**src/sv/mlt_pkg.sv**
```systemverilog
`default_nettype none

package mlt_pkg;

  localparam int unsigned ENTRIES = 64;
  localparam int unsigned IDX_W   = (ENTRIES > 1) ? $clog2(ENTRIES) : 1;
  localparam int unsigned CNT_W   = $clog2(ENTRIES + 1);

  localparam logic [31:0] LOOPBACK_IP = 32'h7F00_0001;
  localparam logic [31:0] COUNT_MAX   = 32'hFFFF_FFFF;

  localparam logic REQ_SWEEP   = 1'b0;
  localparam logic REQ_OBSERVE = 1'b1;

  typedef enum logic [2:0] {
    OC_UPDATED  = 3'd0,
    OC_INSERTED = 3'd1,
    OC_DROPPED  = 3'd2,
    OC_SKIPPED  = 3'd3,
    OC_SWEEP    = 3'd4
  } outcome_e;

  // one item as it travels down the row of cells
  typedef struct packed {
    logic             valid;
    logic             sweep;
    logic             done;
    logic [47:0]      mac;
    logic [31:0]      ip;
    logic [31:0]      now;
    outcome_e         outcome;
    logic [IDX_W-1:0] slot;
    logic [31:0]      seen;
    logic [31:0]      first;
    logic             act_inc;
    logic             ins;
  } tok_t;

  function automatic logic [5:0] slot6(input logic [IDX_W-1:0] idx);
    logic [IDX_W+5:0] ext;
    ext = {6'b0, idx};
    return ext[5:0];
  endfunction

  function automatic logic [6:0] cnt7(input logic [CNT_W-1:0] c);
    logic [CNT_W+6:0] ext;
    ext = {7'b0, c};
    return ext[6:0];
  endfunction

endpackage

`default_nettype wire

```
**src/sv/mlt_cell.sv**
```systemverilog
`default_nettype none

module mlt_cell (
  input  wire logic                      clk_i,
  input  wire logic                      rst_ni,
  input  wire logic                      adv_i,
  input  wire logic [mlt_pkg::IDX_W-1:0] idx_i,
  input  wire mlt_pkg::tok_t             tok_i,
  output mlt_pkg::tok_t                  tok_o
);

  logic        used_q, used_d;
  logic        active_q, active_d;
  logic [47:0] mac_q, mac_d;
  logic [31:0] ip_q, ip_d;
  logic [31:0] first_q, first_d;
  logic [31:0] last_q, last_d;
  logic [31:0] cnt_q, cnt_d;
  logic        valid_q;
  mlt_pkg::tok_t tok_q, tok_d;

  logic        hit;
  logic [31:0] cnt_inc;

  assign hit     = used_q && (mac_q == tok_i.mac);
  assign cnt_inc = (cnt_q == mlt_pkg::COUNT_MAX) ? cnt_q : cnt_q + 32'd1;

  always_comb begin
    used_d   = used_q;
    active_d = active_q;
    mac_d    = mac_q;
    ip_d     = ip_q;
    first_d  = first_q;
    last_d   = last_q;
    cnt_d    = cnt_q;
    tok_d    = tok_i;
    if (tok_i.valid) begin
      if (tok_i.sweep) begin
        active_d = 1'b0;
      end else if (!tok_i.done) begin
        if (hit) begin
          ip_d          = tok_i.ip;
          last_d        = tok_i.now;
          cnt_d         = cnt_inc;
          active_d      = 1'b1;
          tok_d.done    = 1'b1;
          tok_d.outcome = mlt_pkg::OC_UPDATED;
          tok_d.slot    = idx_i;
          tok_d.seen    = cnt_inc;
          tok_d.first   = first_q;
          tok_d.act_inc = !active_q;
        end else if (!used_q) begin
          // first free slot reached without a match: append here
          used_d        = 1'b1;
          active_d      = 1'b1;
          mac_d         = tok_i.mac;
          ip_d          = tok_i.ip;
          first_d       = tok_i.now;
          last_d        = tok_i.now;
          cnt_d         = 32'd1;
          tok_d.done    = 1'b1;
          tok_d.outcome = mlt_pkg::OC_INSERTED;
          tok_d.slot    = idx_i;
          tok_d.seen    = 32'd1;
          tok_d.first   = tok_i.now;
          tok_d.act_inc = 1'b1;
          tok_d.ins     = 1'b1;
        end
      end
    end
  end

  always_ff @(posedge clk_i or negedge rst_ni) begin
    if (!rst_ni) begin
      used_q   <= 1'b0;
      active_q <= 1'b0;
      valid_q  <= 1'b0;
    end else if (adv_i) begin
      used_q   <= used_d;
      active_q <= active_d;
      valid_q  <= tok_d.valid;
    end
  end

  always_ff @(posedge clk_i) begin
    if (adv_i) begin
      mac_q   <= mac_d;
      ip_q    <= ip_d;
      first_q <= first_d;
      last_q  <= last_d;
      cnt_q   <= cnt_d;
      tok_q   <= tok_d;
    end
  end

  // valid comes from the reset register, the rest from the payload register
  always_comb begin
    tok_o       = tok_q;
    tok_o.valid = valid_q;
  end

endmodule

`default_nettype wire

```
**config.mk**
```make
export PLATFORM = sky130hd
export DESIGN_NAME = mlt_cell
export DESIGN_NICKNAME = d
export VERILOG_FILES = /design/src/sv/mlt_pkg.sv /design/src/sv/mlt_cell.sv
export SDC_FILE = /design/constraint.sdc
export NUM_CORES = 1
export LEC_CHECK = 0
export BUFFER_PORTS_ARGS = -buffer_cell sky130_fd_sc_hd__buf_4
export CAP_MARGIN = 30
export CORE_MARGIN = 5
export CORE_UTILIZATION = 52
export CTS_BUF_LIST = sky130_fd_sc_hd__clkbuf_2
export DETAILED_ROUTE_END_ITERATION = 16
export PLACE_DENSITY = 0.87
export SLEW_MARGIN = 30
export SYNTH_ARGS = -nofsm -noshare
export SYNTH_HDL_FRONTEND = slang
export SYNTH_SLANG_ARGS = --single-unit
```
**constraint.sdc**
```tcl
create_clock -name clk_i -period 7.2 [get_ports clk_i]
set_clock_uncertainty 0.2 [all_clocks]
set_input_delay 0.72 -clock clk_i [delete_from_list [all_inputs] [get_ports clk_i]]
set_output_delay 0.72 -clock clk_i [all_outputs]
set_load 0.005 [all_outputs]
```
# After elaboration in Yosys (flattened, before gate mapping)
# Cells that the tools add are included.
dict set report op_classes {
  add_sub_neg 1
  n_mul 0
  n_div 0
  n_lt_le_gt_ge 0
  eq_ne 5
  shift 0
  n_mux 18
  bitwise_logic 4
  n_reduce_logical 6
}
# cell n
set ops {}
lappend ops {{two-way mux 75 bit} 4}
lappend ops {{two-way mux 32 bit} 3}
lappend ops {{two-way mux 74 bit} 1}
lappend ops {{== test 48 bit} 1}
lappend ops {{adder 32 x 1 -> 32 bit, second input constant} 1}
lappend ops {{== test 32 bit, second input constant} 1}
lappend ops {{two-way mux 1 bit} 10}
lappend ops {{AND reduction 5 bit} 2}
lappend ops {{AND reduction 6 bit} 1}
lappend ops {{!= test 2 x 1 -> 1 bit, second input constant} 2}
lappend ops {{NOT 1 bit} 4}
lappend ops {{AND reduction 4 bit} 1}
lappend ops {{!= test 3 x 2 -> 1 bit, second input constant} 1}
lappend ops {{logical AND 1 bit} 1}
lappend ops {{logical NOT 1 bit} 1}
dict set report totals {
  ff_bits 304
  latch_bits 0
  mem_bits_rw 0
  rom_bits 0
  inputBits 199
  output_inout_bits 190
  wordCells 51
  memories 0
}

# Longest topological paths before layout
# Gate-level depths: netlist (run 1).
dict set report logic_depth {
  depth_word 6
  depth_mapped 8
  ltp_nobuf 7
}

# Least setup slack after synthesis (run 1)
# Ideal clock, no wire load.
dict set report synth_timing {
  path_kind {input port to flip-flop}
  startpoint {input tok_i[187] (netlist name)}
  endpoint {register first_q[0], enable pin}
  setup_time_ps 448
  t_arrival_ps 3540
  required_time_ps 6552
  setup_slack_ps 3012
  stages 4
  n_path_buf 2
  path_cell_list {nor3b_1 > clkbuf_1 > clkbuf_1 > and3_1}
}
dict set report synth_between {
  elab_chain_cells 2
}
# item line_no
set synth_rtl {}
lappend synth_rtl {{from (decl)} mlt_cell.sv:8} ;# input wire mlt_pkg::tok_t tok_i,
lappend synth_rtl {{NOT 1 bit (no source line)} --}
lappend synth_rtl {{AND reduction 6 bit (no source line)} --}
lappend synth_rtl {{to (signal assigned)} mlt_cell.sv:89} ;# first_q <= first_d;
lappend synth_rtl {{to (decl)} mlt_cell.sv:16} ;# logic [31:0] first_q, first_d;
# No other way between the ends.
# A chain may end at the register's enable or synchronous reset.

==> qor.yml, run 1 <==
status:
  outcome: "complete, no violations"
route:
  dr.pass1.iters: 5
  routed_wl_um: 38600
  post_drt_wl_per_cell_um: 21.4
  drt_iter0_markers: 1008
  drcViolationCount: 0
  postRouteAntennaNets: 0
  viasPerCell: 5.48
  vias: 9891
sta:
  worst_pin_slew_ns: 0.942
  fin_crit_sh_pct: 56.1
  fin_crit_ns: 4.04
  fin_tns_setup_ns: 0
  setup_violations: 0
  hold_violations: 0
  clock.fmax_mhz: 247
  slew_headroom_pct: 37.2
  drv_slew: 0
  rsz0062_at_grt: "no"
placed_design:
  dp.cells: 1498
  gp_congestion: 0.833
  hpwl_um: 23000
  placed_area_sq_mm: 0.0156
  portBuffers: 388
clocking:
  path_clk_slew_ns: 0.14
  root_buffer: "clkbuf_2"
  worstSkewPairLatency_ns: 0.86
  cts_sinks: 304
  max-clock-path-buffers: 3
  hold_buffers: 170
  numCtsBuffers: 78
  cts_tree: "yes"
  htreeDepth: 3
  post_cts_resized: 0
  post-cts-setup-buffers: 0
floorplan:
  rows: 56
  ioPinCount: 389
  start_util_pct: 52.6
  coreArea_sq_mm: 0.0234
  die_w_um: 164
  die_y_um: 164
  die_area_sq_mm: 0.0268
grt:
  antenna_found_initial: 1
  grt_max_degree: 94
  grt_pass1_vias: 10718
  grt_overflow_total: 0
  grtUsageTotal_pct: 28.0
  grt_pass1_wl_um: 57400
synthesis:
  synth.yosys.warnings: 0
  ys_seq_area_share_pct: 74.1
  postSynthAreaPerCell_sq_um: 15.1
  synth_area_leaders: "edfxtp_1 73%, xor2_1 4.8%, o2bb2ai_1 2.3%, a2bb2oi_1 1.8%, o22ai_1 1.7%"
  ys_ff_latch: 304
  netlist_area_sq_mm: 0.0123
  synth_top_area_share_pct: 73.5
  synthMostInstantiatedCell: "edfxtp_1"
  ys_types: 43
  synthFlopType: "edfxtp_1"
  synth_top_cell_by_area: "edfxtp_1"
  synthTopCellsByCount: "301 x edfxtp_1, 68 x xor2_1, 53 x nand2_1"
  synth-edff-count: 301
  synthArstFlopShare_pct: 0.987
  synth_cells: 817
  synth_nets: 1017
critical_path:
  path_class: "input port to register"
  worst_setup_path_start_kind: "input port"
  arrival_ns: 4.42
  cp.required_ns: 7.58
  cp_max_fo: 33
  rrSetupSlack_ns: 3.28
  end_kind: "register"
pwr:
  peakVddDrop_uv: 193
  p_leak_nw: 7.29
  power_density_mw_per_mm2: 206
finish:
  fin_cells: 1806
  fin_area_sq_mm: 0.0180
  layout.nets: 1630
  utilization_pct: 76.9
  area_growth_pct: 46.4
  drive_gt1_share_pct: 36.7
worst_hold_path:
  hold_path.class: "input port to register"
run:
  drv_cap: 0
==> path summary, 6_finish.rpt <==
path                       depth (start not counted)                start              endpoint
min                                                4            tok_i[35]   tok_o[35]$_DFFE_PP_
min in group asynchronous                          2               rst_ni  active_q$_DFFE_PN0P_
max                                               10           tok_i[149]   tok_o[70]$_DFFE_PP_
max in group asynchronous                          2               rst_ni    used_q$_DFFE_PN0P_
min reg2reg                                        1  valid_q$_DFFE_PN0P_   valid_q$_DFFE_PN0P_
max reg2reg                                        8  mac_q[36]$_DFFE_PP_   tok_o[70]$_DFFE_PP_
==> flip-flops by register name, indices dropped and copies added (netlist names) <==
signal and count:
active_q 1, cnt_q 32, first_q 32, mac_q 48
tok_o 189, used_q 1, valid_q 1
==> per-stage QoR <==
step | power (W) | setup WS (ns) | hold slack, ns
finish | 0.00370 | 3.16 | 0.0735
global route | 0.00385 | 3.11 | 0.0142
CTS | 0.00367 | 3.35 | 0.00231
detailed placement | 0.00243 | 3.46 | 0.310
global placement | 0.00242 | 3.56 | 0.298
floorplan | 0.00216 | 3.01 | 0.224
==> layout by cell type (no fill, tap or decap), types with 3 or more instances in the layout <==
master,instances
buf_4,397
edfxtp_1,301
dlygate4sd3_1,171
clkbuf_2,116
xor2_1,68
nand2_1,52
nor2_1,38
inv_1,36
o2bb2ai_1,33
a21oi_1,33
o22ai_1,33
o21ai_0,31
nor4_1,25
a2bb2oi_1,25
nand4_1,18
clkinv_1,14
nand3_1,11
xnor2_1,11
mux2_2,8
and3_1,8
a31o_2,6
nand2b_1,4
nor2b_1,4
o21ai_1,3
nor3_1,3
==> cells by family after synthesis <==
group	count (synthesis)	share of synthesized area, %
flops	304	74.1
simple gates	184	7.78
compound gates	169	9.34
xor+xnor	79	5.63
buf+inv	72	2.33
mux	8	0.732
fa+ha+maj	1	0.102
==> report_power, final <==
part	total, W	internal [W]	leakage (nW)	switching (W)
registers	0.00206	0.00203	2.96	0.0000263
clock network	0.00122	0.000497	0.541	0.000720
logic	0.000426	0.000251	3.79	0.000175
==> area by class of cell <==
cell class	instances	area, sq um
fill	1353	5400
multi-input combinational	441	2930
antenna	2	5.00
timing repair buffer	569	4710
clock buffer	116	581
tap	319	399
sequential	304	9110
inverter	36	135
clock inverter	19	133
==> routing by layer <==
| metal | vias to the layer above | track usage [%] | share of wire [%] |
|---|---|---|---|
| li1 | 4412 | - | - |
| met1 | 4745 | 30.5 | 34 |
| met2 | 615 | 50.3 | 53 |
| met3 | 119 | 7.80 | 9.2 |
| met4 | 0 | 13.5 | 4.3 |
| met5 | - | 0 | 0 |
==> critical path, stage by stage <==
cell           delay [ns]
dlygate4sd3_1        0.54
buf_4                0.15
xor2_1               0.18
nor4_1               0.44
nand4_1              0.36
nor3_4               0.27
buf_4                0.40
o21ai_1              0.36
mux2_2               0.40
dlygate4sd3_1        0.57
Power figures use the tool's default switching activity.
==> inputs of run 2 (changes only) <==
--- a/config.mk
+++ b/config.mk
@@ -8,10 +8,10 @@
 export BUFFER_PORTS_ARGS = -buffer_cell sky130_fd_sc_hd__buf_4
 export CAP_MARGIN = 30
 export CORE_MARGIN = 5
-export CORE_UTILIZATION = 52
+export CORE_UTILIZATION = 48
 export CTS_BUF_LIST = sky130_fd_sc_hd__clkbuf_2
 export DETAILED_ROUTE_END_ITERATION = 16
-export PLACE_DENSITY = 0.87
+export PLACE_DENSITY = 0.85
 export SLEW_MARGIN = 30
 export SYNTH_ARGS = -nofsm -noshare
 export SYNTH_HDL_FRONTEND = slang
==> constraint.sdc (replaced) <==
create_clock -name clk_i -period 3.4 [get_ports clk_i]
set_clock_uncertainty 0.2 [all_clocks]
set_input_delay 0.34 -clock clk_i [delete_from_list [all_inputs] [get_ports clk_i]]
set_output_delay 0.34 -clock clk_i [all_outputs]
set_load 0.005 [all_outputs]
==> run 2 against run 1 <==
Sequential power is 110% higher. Critical path depth stayed put. Total power is 110% higher. Combinational power is 150% higher. Sequential share of layout area is 3.6 points lower. Largest cell class unchanged.
==> qor.yml, run 2 (same netlist as run 1, synthesis figures left out) <==
clocking:
  worstSkewPairLatency_ns: 0.89  # was 0.86 ns
  cts_sinks: 304  # unchanged
  numCtsBuffers: 75  # was 78
  max-clock-path-buffers: 3  # unchanged
  post_cts_resized: 0  # unchanged
  root_buffer: "clkbuf_2"  # unchanged
  cts_tree: "yes"  # unchanged
  path_clk_slew_ns: 0.14  # about the same
  htreeDepth: 3  # unchanged
sta:
  layout_setup_ws_ns: 0.152  # was 3.16 ns
  setup_violations: 0  # unchanged
  slew_headroom_pct: 42.3  # was 37.2%
  drv_slew: 0  # unchanged
  fin_tns_setup_ns: 0  # unchanged
  fin_crit_ns: 3.25
  rsz0062_at_grt: "no"  # unchanged
  hold_violations: 0  # unchanged
  fin_crit_sh_pct: 95.5
  worst_pin_slew_ns: 0.865  # was 0.942 ns
  clock.fmax_mhz: 308
critical_path:
  r2r-start: "mac_q[2]$_DFFE_PP_"  # was mac_q[36]$_DFFE_PP_
  max_stage_delay_ns: 0.57  # about the same
  reg2reg_to: "tok_o[55]$_DFFE_PP_"  # was tok_o[70]$_DFFE_PP_
  worst_setup_path_start_kind: "input port"  # unchanged
  crit_buf_inv: 4  # unchanged
  worst-r2r-cell-count: 6  # was 8
  cp_max_fo: 4  # was 33
  path_class: "input port to register"  # unchanged
  rrSetupSlack_ns: 0.23  # was 3.28 ns
  crit_top_cell: "dlygate4sd3_1"
  arrival_ns: 3.70  # was 4.42 ns
  cpMaxStageDelayCell: "dlygate4sd3_1"  # unchanged
  crit_chain: "dlygate4sd3_1 -> dlygate4sd3_1 -> buf_4 -> xor2_1 -> nor4_1 -> nand4_1 -> nor3_4 -> nand2b_1 -> a31o_2 -> dlygate4sd3_1"  # was dlygate4sd3_1 -> buf_4 -> xor2_1 -> nor4_1 -> nand4_1 -> nor3_4 -> buf_4 -> o21ai_1 -> mux2_2 -> dlygate4sd3_1
  end_kind: "register"  # unchanged
  critical_path.top_delay_family: "buffers and inverters"  # unchanged
  cp.required_ns: 3.86  # was 7.58 ns
placed_design:
  gp_congestion: 0.834  # was 0.833
  portBuffers: 388  # unchanged
  place_ws_ns: 0.193  # was 3.46 ns
  placed_area_sq_mm: 0.0157  # was 0.0156 sq mm
  hpwl_um: 24000  # was 23000 um
  dp.cells: 1517  # was 1498
worst_hold_path:
  hold_end: "tok_o[88]$_DFFE_PP_"  # was tok_o[35]$_DFFE_PP_
  hold_path.class: "input port to register"  # unchanged
  hold_path.startpoint: "tok_i[88]"  # was tok_i[35]
  holdPathStages: 2  # was 4
floorplan:
  rows: 58  # was 56
  die_area_sq_mm: 0.0289  # was 0.0268 sq mm
  coreArea_sq_mm: 0.0252  # was 0.0234 sq mm
  ioPinCount: 389  # unchanged
  start_util_pct: 48.8  # was 52.6%
  die_y_um: 170  # was 164 um
  die_w_um: 170  # was 164 um
finish:
  fin_area_sq_mm: 0.0194  # was 0.0180 sq mm
  fillerInstances: 1394  # was 1353
  layout.nets: 1765  # was 1630
  area_growth_pct: 57.7  # was 46.4%
  fin_cells: 1945  # was 1806
  drive_gt1_share_pct: 33.6  # was 36.7%
  final_common_cell: "buf_4"  # unchanged
  largest_reg_flops: 189  # unchanged
  mostFrequentLayoutCells: "397 x buf_4, 301 x edfxtp_1, 301 x dlygate4sd3_1"  # was 397 x buf_4, 301 x edfxtp_1, 171 x dlygate4sd3_1
status:
  outcome: "complete, no violations"  # unchanged
grt:
  grt_max_degree: 83  # was 94
  antenna_found_initial: 6  # was 1
  grt_pass1_vias: 11900  # was 10718
  grt_overflow_total: 0  # unchanged
  grtUsageTotal_pct: 29.8  # was 28.0%
  grt_pass1_wl_um: 66500  # was 57400 um
route:
  postRouteAntennaNets: 0  # unchanged
  viasPerCell: 5.62  # was 5.48
  vias: 10939  # was 9891
  routed_wl_um: 44700  # was 38600 um
  drt_iter0_markers: 978  # was 1008
  drcViolationCount: 0  # unchanged
  post_drt_wl_per_cell_um: 23.0  # was 21.4 um
  dr.pass1.iters: 5  # unchanged
pwr:
  peakVddDrop_uv: 363  # was 193 uV
  power_w: 0.00789  # was 0.00370 W
  power_density_mw_per_mm2: 407  # was 206 mW/mm^2
  p_leak_nw: 7.82  # was 7.29 nW
run:
  drv_cap: 0  # unchanged
==> run 2: final cells by class <==
cell class	count	area, sq um	share of cell area (%)
tap	330	413	2.13
timing repair buffer	707	6170	31.8
antenna	8	20.0	0.103
clock inverter	18	119	0.613
clock buffer	101	505	2.61
inverter	36	135	0.697
sequential	304	9110	47.0
multi-input combinational	441	2920	15.1
==> run 2: worst max path at each step <==
stage,depth (start not counted),slack [ns],endpoint,start
2_1_floorplan,6,0.44,cnt_q[0]$_SDFFCE_PN1P_,mac_q[4]$_DFFE_PP_
3_3_place_gp,8,0.36,tok_o[68]$_DFFE_PP_,tok_i[169]
3_5_place_dp,8,0.19,tok_o[66]$_DFFE_PP_,tok_i[169]
4_1_cts,7,0.36,tok_o[71]$_DFFE_PP_,mac_q[30]$_DFFE_PP_
5_1_grt,10,0.09,tok_o[187]$_DFFE_PP_,tok_i[158]
6_report,10,0.15,tok_o[187]$_DFFE_PP_,tok_i[158]
==> run 2: through the flow <==
step                hold slack (ns)  utilization [%]
floorplan                    -0.156                -
global placement            -0.0484             62.5
detailed placement          -0.0478             62.5
CTS                        0.000748             76.9
global route                0.00180             77.0
finish                       0.0595             77.0
==> run 2: report_power, final <==
part	switching (W)	internal (W)	total [W]
Sequential	0.0000654	0.00430	0.00436
Combinational	0.000421	0.000636	0.00106
Clock	0.00158	0.000882	0.00247
==> run 2: layer usage <==
| layer | GRT usage, % | vias up | part of all wire, % |
|---|---|---|---|
| li1 | - | 4692 | - |
| met1 | 32.4 | 5187 | 32 |
| met2 | 51.5 | 860 | 51 |
| met3 | 9.36 | 200 | 11 |
| met4 | 17.3 | 0 | 6.2 |
| met5 | 0 | - | 0 |
==> run 2: repair_timing <==
item | CTS | global route
endpoints found under the hold margin | 320 | 1
hold buffers | 300 | 1
setup buffers | 0 | 0
